==> src/rtl/bpa_pkg.sv <==
// Shared types, constants and helpers for the buddy page allocator.
// Used by bpa_ctrl, bpa_dpath and buddy_page_allocator_top; depends on nothing.
package bpa_pkg;

	localparam int NUM_PAGES  = 4096;
	localparam int NUM_ORDERS = 11;
	localparam int PAGE_W     = 12;
	localparam int LINK_W     = 13;
	localparam int ORD_W      = 4;
	localparam int CNT_W      = 13;
	localparam int SIZE_W     = 11;
	localparam int STEP_W     = 13;
	localparam int PNUM_W     = 20;
	localparam int PCNT_W     = 21;
	localparam int FUNC_W     = 2;
	localparam int STS_W      = 3;

	localparam logic [LINK_W-1:0] NULL_LINK = LINK_W'(NUM_PAGES);
	localparam logic [CNT_W-1:0]  CNT_MAX   = '1;

	localparam logic [FUNC_W-1:0] FN_ADD   = 2'd0;
	localparam logic [FUNC_W-1:0] FN_ALLOC = 2'd1;
	localparam logic [FUNC_W-1:0] FN_FREE  = 2'd2;

	typedef enum logic [STS_W-1:0] {
		STS_OK, STS_NOMEM, STS_BAD_ORDER, STS_BAD_PAGE,
		STS_RESERVED, STS_DOUBLE_FREE, STS_ORDER_MISMATCH, STS_CORRUPT
	} sts_t;

	typedef struct packed {
		logic [ORD_W-1:0]  order;
		logic              free;
		logic              rsv;
		logic [LINK_W-1:0] link;
	} ent_t;

	typedef enum logic [4:0] {
		S_CLEAR, S_IDLE, S_DECODE, S_ADD_PICK, S_ADD_WR, S_POP_CHK, S_POP_UPD,
		S_SPLIT, S_FR_CHK, S_MRG_CHK, S_BUD_CHK, S_WALK_CHK, S_WALK_STEP,
		S_UNLINK, S_UNL_BUD, S_PUSH, S_DONE
	} state_t;

	typedef enum logic [4:0] {
		OP_NONE, OP_CLEAR, OP_LOAD, OP_ADD_PICK, OP_ADD_WR, OP_AL_START,
		OP_POP_NULL, OP_POP_RD, OP_POP_UPD, OP_SPLIT, OP_AL_FIN, OP_FR_RD,
		OP_BUD_RD, OP_WALK_INIT, OP_WALK_RD, OP_WALK_STEP, OP_UNLINK,
		OP_UNL_BUD, OP_FR_PUSH, OP_OUT
	} op_t;

	typedef struct packed {
		op_t  op;
		sts_t code;
	} cmd_t;

	typedef struct packed {
		logic              clr_last;
		logic [FUNC_W-1:0] func;
		logic              ord_bad;
		logic              pg_bad;
		logic              add_more;
		logic              add_last;
		logic              al_none;
		logic              pop_null;
		logic              pop_free;
		logic              split_more;
		logic              ent_rsv;
		logic              ent_free;
		logic              ord_mis;
		logic              merge_ok;
		logic              bud_ok;
		logic              walk_end;
		logic              walk_hit;
		logic              cnt_ovf;
		logic              out_busy;
	} flags_t;

	function automatic ent_t mk_ent(logic [ORD_W-1:0] o, logic f, logic r,
			logic [LINK_W-1:0] l);
		ent_t e;
		e.order = o;
		e.free  = f;
		e.rsv   = r;
		e.link  = l;
		return e;
	endfunction

	function automatic logic [CNT_W-1:0] sat_add(logic [CNT_W-1:0] a,
			logic [SIZE_W-1:0] b);
		logic [CNT_W:0] s;
		s = {1'b0, a} + (CNT_W+1)'(b);
		return s[CNT_W] ? CNT_MAX : s[CNT_W-1:0];
	endfunction

endpackage

==> src/rtl/bpa_ctrl.sv <==
// Sequencing state machine of the buddy page allocator.
// Depends on bpa_pkg; drives commands into bpa_dpath and reads its flags.
module bpa_ctrl (
	input  logic            clk,
	input  logic            arst_n,
	input  logic            req_valid,
	output logic            req_stall,
	input  bpa_pkg::flags_t flags,
	output bpa_pkg::cmd_t   cmd
);
	import bpa_pkg::*;

	state_t state_q, state_d;
	sts_t   code_q, code_d;

	always_ff @(posedge clk or negedge arst_n) begin
		if (!arst_n) begin
			state_q <= S_CLEAR;
			code_q  <= STS_OK;
		end else begin
			state_q <= state_d;
			code_q  <= code_d;
		end
	end

	always_comb begin
		state_d = state_q;
		code_d  = code_q;
		case (state_q)
			S_CLEAR: begin
				if (flags.clr_last)
					state_d = S_IDLE;
			end
			S_IDLE: begin
				if (req_valid)
					state_d = S_DECODE;
			end
			S_DECODE: begin
				state_d = S_DONE;
				code_d  = STS_OK;
				case (flags.func)
					FN_ADD: state_d = S_ADD_PICK;
					FN_ALLOC: begin
						if (flags.ord_bad)
							code_d = STS_BAD_ORDER;
						else if (flags.al_none)
							code_d = STS_NOMEM;
						else
							state_d = S_POP_CHK;
					end
					FN_FREE: begin
						if (flags.ord_bad)
							code_d = STS_BAD_ORDER;
						else if (flags.pg_bad)
							code_d = STS_BAD_PAGE;
						else
							state_d = S_FR_CHK;
					end
					default: state_d = S_DONE;
				endcase
			end
			S_ADD_PICK: begin
				if (!flags.add_more)
					state_d = S_DONE;
				else
					state_d = S_ADD_WR;
			end
			S_ADD_WR: begin
				if (flags.add_last)
					state_d = S_ADD_PICK;
			end
			S_POP_CHK: begin
				if (flags.pop_null) begin
					state_d = S_DONE;
					code_d  = STS_CORRUPT;
				end else begin
					state_d = S_POP_UPD;
				end
			end
			S_POP_UPD: state_d = flags.pop_free ? S_SPLIT : S_POP_CHK;
			S_SPLIT: begin
				if (!flags.split_more)
					state_d = S_DONE;
			end
			S_FR_CHK: begin
				state_d = S_DONE;
				if (flags.ent_rsv)
					code_d = STS_RESERVED;
				else if (flags.ent_free)
					code_d = STS_DOUBLE_FREE;
				else if (flags.ord_mis)
					code_d = STS_ORDER_MISMATCH;
				else
					state_d = S_MRG_CHK;
			end
			S_MRG_CHK: state_d = flags.merge_ok ? S_BUD_CHK : S_PUSH;
			S_BUD_CHK: state_d = flags.bud_ok ? S_WALK_CHK : S_PUSH;
			S_WALK_CHK: begin
				if (flags.walk_end)
					state_d = S_PUSH;
				else if (flags.walk_hit)
					state_d = S_UNLINK;
				else
					state_d = S_WALK_STEP;
			end
			S_WALK_STEP: state_d = S_WALK_CHK;
			S_UNLINK: state_d = S_UNL_BUD;
			S_UNL_BUD: state_d = S_MRG_CHK;
			S_PUSH: begin
				state_d = S_DONE;
				code_d  = flags.cnt_ovf ? STS_CORRUPT : STS_OK;
			end
			S_DONE: begin
				if (!flags.out_busy)
					state_d = S_IDLE;
			end
			default: state_d = S_CLEAR;
		endcase
	end

	always_comb begin
		cmd.op    = OP_NONE;
		cmd.code  = code_q;
		req_stall = (state_q != S_IDLE);
		case (state_q)
			S_CLEAR: cmd.op = OP_CLEAR;
			S_IDLE: begin
				if (req_valid)
					cmd.op = OP_LOAD;
			end
			S_DECODE: begin
				if (flags.func == FN_ALLOC && !flags.ord_bad && !flags.al_none)
					cmd.op = OP_AL_START;
				else if (flags.func == FN_FREE && !flags.ord_bad && !flags.pg_bad)
					cmd.op = OP_FR_RD;
			end
			S_ADD_PICK: begin
				if (flags.add_more)
					cmd.op = OP_ADD_PICK;
			end
			S_ADD_WR: cmd.op = OP_ADD_WR;
			S_POP_CHK: cmd.op = flags.pop_null ? OP_POP_NULL : OP_POP_RD;
			S_POP_UPD: cmd.op = OP_POP_UPD;
			S_SPLIT: cmd.op = flags.split_more ? OP_SPLIT : OP_AL_FIN;
			S_MRG_CHK: begin
				if (flags.merge_ok)
					cmd.op = OP_BUD_RD;
			end
			S_BUD_CHK: begin
				if (flags.bud_ok)
					cmd.op = OP_WALK_INIT;
			end
			S_WALK_CHK: begin
				if (!flags.walk_end && !flags.walk_hit)
					cmd.op = OP_WALK_RD;
			end
			S_WALK_STEP: cmd.op = OP_WALK_STEP;
			S_UNLINK: cmd.op = OP_UNLINK;
			S_UNL_BUD: cmd.op = OP_UNL_BUD;
			S_PUSH: cmd.op = OP_FR_PUSH;
			S_DONE: begin
				if (!flags.out_busy)
					cmd.op = OP_OUT;
			end
			default: cmd.op = OP_NONE;
		endcase
	end

endmodule

==> config.mk <==
export PLATFORM = sky130hd
export DESIGN_NAME = bpa_ctrl
export DESIGN_NICKNAME = d
export VERILOG_FILES = /design/src/rtl/bpa_pkg.sv /design/src/rtl/bpa_ctrl.sv
export SDC_FILE = /design/constraint.sdc
export NUM_CORES = 1
export LEC_CHECK = 0
export ABC_AREA = 1
export BUFFER_PORTS_ARGS = -buffer_cell sky130_fd_sc_hd__buf_2
export CAP_MARGIN = 20
export CORE_UTILIZATION = 52
export CTS_CLUSTER_DIAMETER = 80
export CTS_CLUSTER_SIZE = 28
export DETAILED_ROUTE_END_ITERATION = 6
export PLACE_DENSITY_LB_ADDON = 0.25
export SYNTH_ARGS = -nofsm -noshare
export SYNTH_HDL_FRONTEND = slang
export SYNTH_SLANG_ARGS = --single-unit
==> constraint.sdc <==
create_clock -name clk -period 1.7 [get_ports clk]
set_input_delay 0.34 -clock clk [delete_from_list [all_inputs] [get_ports clk]]
set_output_delay 0.34 -clock clk [all_outputs]
set_load 0.02 [all_outputs]
==> impl_metrics.csv <==
group,metric,value,unit
critical_path,critPathMaxFanout,5,
die,fp.dieW,48.4,µm
layout,multiInputGateArea,873,µm²
die,die_h,48.4,µm
critical_path,max_stage_delay,0.48,ns
layout,n_antenna_cell,0,
layout,drive_gt1_share,38.0,%
die,die-area,0.00234,mm²
power,p_int,1.11,mW
critical_path,endpoint_kind,"primary output",
power,power.switching,1.30,mW
power,ir_drop,1.16,mV
critical_path,worstPathCellList,"inv_4, nand3_1, nor2_2, nand2_1, nand2_1, inv_1, nand4_1, buf_4",
grt,grt_overflow_total,0,
clock_tree,cts_root_buffer,"clkbuf_4",
synth,synthCells,211,
timing,fin_skew,0.0110,ns
clock_tree,clk_latency,0.27,ns
clock_tree,clockBufferDepth,2,
critical_path,crit_buf_inv,3,
route,drt_iter0_drc,105,
timing,layout_setup_ws,-0.274,ns
layout,fillers,141,
layout,design_area,0.00166,mm²
layout,finalNonFillerCells,301,
critical_path,worstSetupStartpointType,"register",
place,preCtsSetupSlack,-0.0634,ns
critical_path,slowest_stage,"dfrtp_2",
hold_path,hold_depth,3,
critical_path,critPathRequiredTime,1.36,ns
hold_path,hp-class,"in -> reg",
route,post_drt_wl_per_cell,12.6,µm
place,placed_area,0.00149,mm²
clock_tree,numCtsBuffers,3,
route,ant_nets,0,
timing,rsz0062_at_grt,"true",
synth,syn_area_per_cell,5.30,µm²
timing,post-route-min-period,1.97,ns
power,p_clk_share,6.5,%
timing,fin_crit_sh,116,%
timing,finalSetupViolCount,6,
synth,synthDistinctLibCells,24,
route,vias_per_cell,5.24,
layout,register_area,204,µm²
critical_path,r2r_cells,10,
die,core_area,0.00198,mm²
power,pwr-share-seq,16.4,%
synth,synth-warning-count,0,
grt,grt_pass1_vias,1465,
place,dp_hpwl,2780,µm
synth,syn_nets,239,
place,place_inst,294,
timing,finalHoldViolations,0,
status,violations,"setup timing",
hold_path,hp-start,"flags[0]",
route,remaining_drc_errors,0,
layout,fin_util,83.5,%
grt,antenna_found_initial,0,
clock_tree,numClockSinks,8,
route,wl,3810,µm
clock_tree,clk_pin_slew,0.06,ns
critical_path,arrival,1.63,ns
die,start_util,56.4,%
route,dr.pass1.iters,5,
critical_path,cp-startpoint,"state_q[1]",
route,dr_total_vias,1576,
clock_tree,tritoncts,"yes",
layout,area_delta_synth_final,48.2,%
timing,worstMarginPinSlew,0.320,ns
synth,yosys-top-cells-area,"nand2_1 27%, dfrtp_1 18%, nor2_1 12%, inv_1 8.1%, ha_1 5.6%",
critical_path,r2r_slack,0.08,ns
critical_path,reg2reg_to,"state_q[2]",
synth,ys_ff_latch,8,
place,port_buffers,31,
hold_path,hold_end,"state_q[4]",
critical_path,critical_path_class,"reg -> out",
timing,max_slew_margin,78.5,%
synth,synth_largest_area_cell,"nand2_1",
place,place_congestion,1.00,
power,p_per_area,1450,mW/mm²
job,drv_cap,0,
synth,yosysSeqAreaShare,17.9,%
timing,clock.fmax,507,MHz
die,rows,16,
critical_path,path_delay_family,"simple AND/OR/NAND/NOR gates",
die,ioPinCount,32,
status,status,"complete, but fails checks",
synth,netlist_area,0.00112,mm²
grt,grt_usage,34.0,%
power,swShare,53.9,%
grt,grt_max_degree,9,
timing,maxSlewViolCount,0,
critical_path,crit_top_cell,"nand2_1",
power,leakage,1.00,nW
power,p_comb_share,77.0,%
grt,grt_pass1_wl,6200,µm
critical_path,r2r-start,"state_q[0]",
synth,synth.top_cell.area_share,26.9,%
layout,fin_nets,304,
clock_tree,h-tree-depth,1,
## metal layers
layer | part of all wire, % | vias to the layer above | wire (µm) | GRT usage, %
li1 | - | 784 | - | -
met5 | 0 | - | 0 | 0
met2 | 50 | 83 | 1880 | 61.3
met1 | 40 | 698 | 1530 | 39.8
met3 | 7.9 | 11 | 300 | 6.29
met4 | 2.3 | 0 | 87 | 12.7
## worst min-delay path, cell delays in order
cell and delay, ns:
buf_2 0.12, nand3_1 0.11, nand2_1 0.07
## worst max path at each step
stage / to / slack [ns] / cells after the start
final: cmd[3] / -0.27 / 8
after global routing: cmd[4] / -0.38 / 9
after floorplan: cmd[4] / 0.08 / 7
after global placement: cmd[3] / -0.05 / 10
after CTS: cmd[4] / -0.21 / 9
after detailed placement: cmd[3] / -0.06 / 10
## placed cells by master (no fill, tap or decap), drive strengths merged
cell type	count
o31ai	1
o22ai	1
buf	60
dfrtp	8
or2	1
o21ai	13
a21oi	2
nor3b	1
inv	31
nand3b	1
nand2	81
dlygate4sd3	1
nand3	11
ha	5
clkbuf	3
and2	1
nand4	3
o2111ai	1
nor3	5
nor2	44
## cell usage after synthesis
library cell / n
a21oi_1: 2
and2_1: 1
buf_4: 1
dfrtp_1: 8
ha_1: 5
inv_1: 24
inv_2: 7
nand2_1: 80
nand2_2: 1
nand3_1: 10
nand3_2: 1
nand3b_1: 1
nand4_1: 3
nor2_1: 36
nor2_2: 6
nor2_4: 2
nor3_1: 5
nor3b_1: 1
o2111ai_1: 1
o21ai_0: 12
o21ai_1: 1
o22ai_1: 1
o31ai_1: 1
or2_2: 1
## cell type report
type / instances / share of cell area, %
well taps: 27 / 2.04
inverters: 31 / 7.18
flip-flops and latches: 8 / 12.3
clock buffers: 3 / 1.36
repair buffers: 61 / 24.3
multi-input cells: 171 / 52.8
## repair_timing
action                                 CTS  global route
hold buffers                             1             0
endpoints found under the hold margin    8             0
pin swaps                                6             4
resized for setup                       24            13
setup buffers                            2             1
setup endpoints to repair                6            12
## power by group through the flow
stage	clock [mW]	combinational [mW]	sequential [mW]
6_report	0.157	1.85	0.395
3_3_place_gp	0	1.49	0.370
3_5_place_dp	0	1.51	0.369
2_1_floorplan	0	0.928	0.386
4_1_cts	0.155	1.69	0.386
5_1_grt	0.177	2.01	0.402
## per-stage QoR
| stage | total power [mW] | hold slack, ns | TNS, ns |
|---|---|---|---|
| floorplan | 1.31 | 0.0444 | 0 |
| global placement | 1.86 | 0.185 | -0.0906 |
| detailed placement | 1.87 | 0.188 | -0.200 |
| CTS | 2.23 | 0.383 | -0.952 |
| global route | 2.59 | 0.419 | -1.89 |
| finish | 2.41 | 0.405 | -1.26 |
## cells by family after synthesis
logic type | Yosys count | synth area share (%)
adders and majority gates | 5 | 5.60
buffers and inverters | 32 | 11.1
DFF | 8 | 17.9
AOI/OAI and AO/OA | 18 | 8.74
and+or+nand+nor | 148 | 56.7
## sequential cells by signal (all words and copies together), names as in the netlist
register,cells
state_q,5
code_q,3
(Power assumes the default switching activity.)
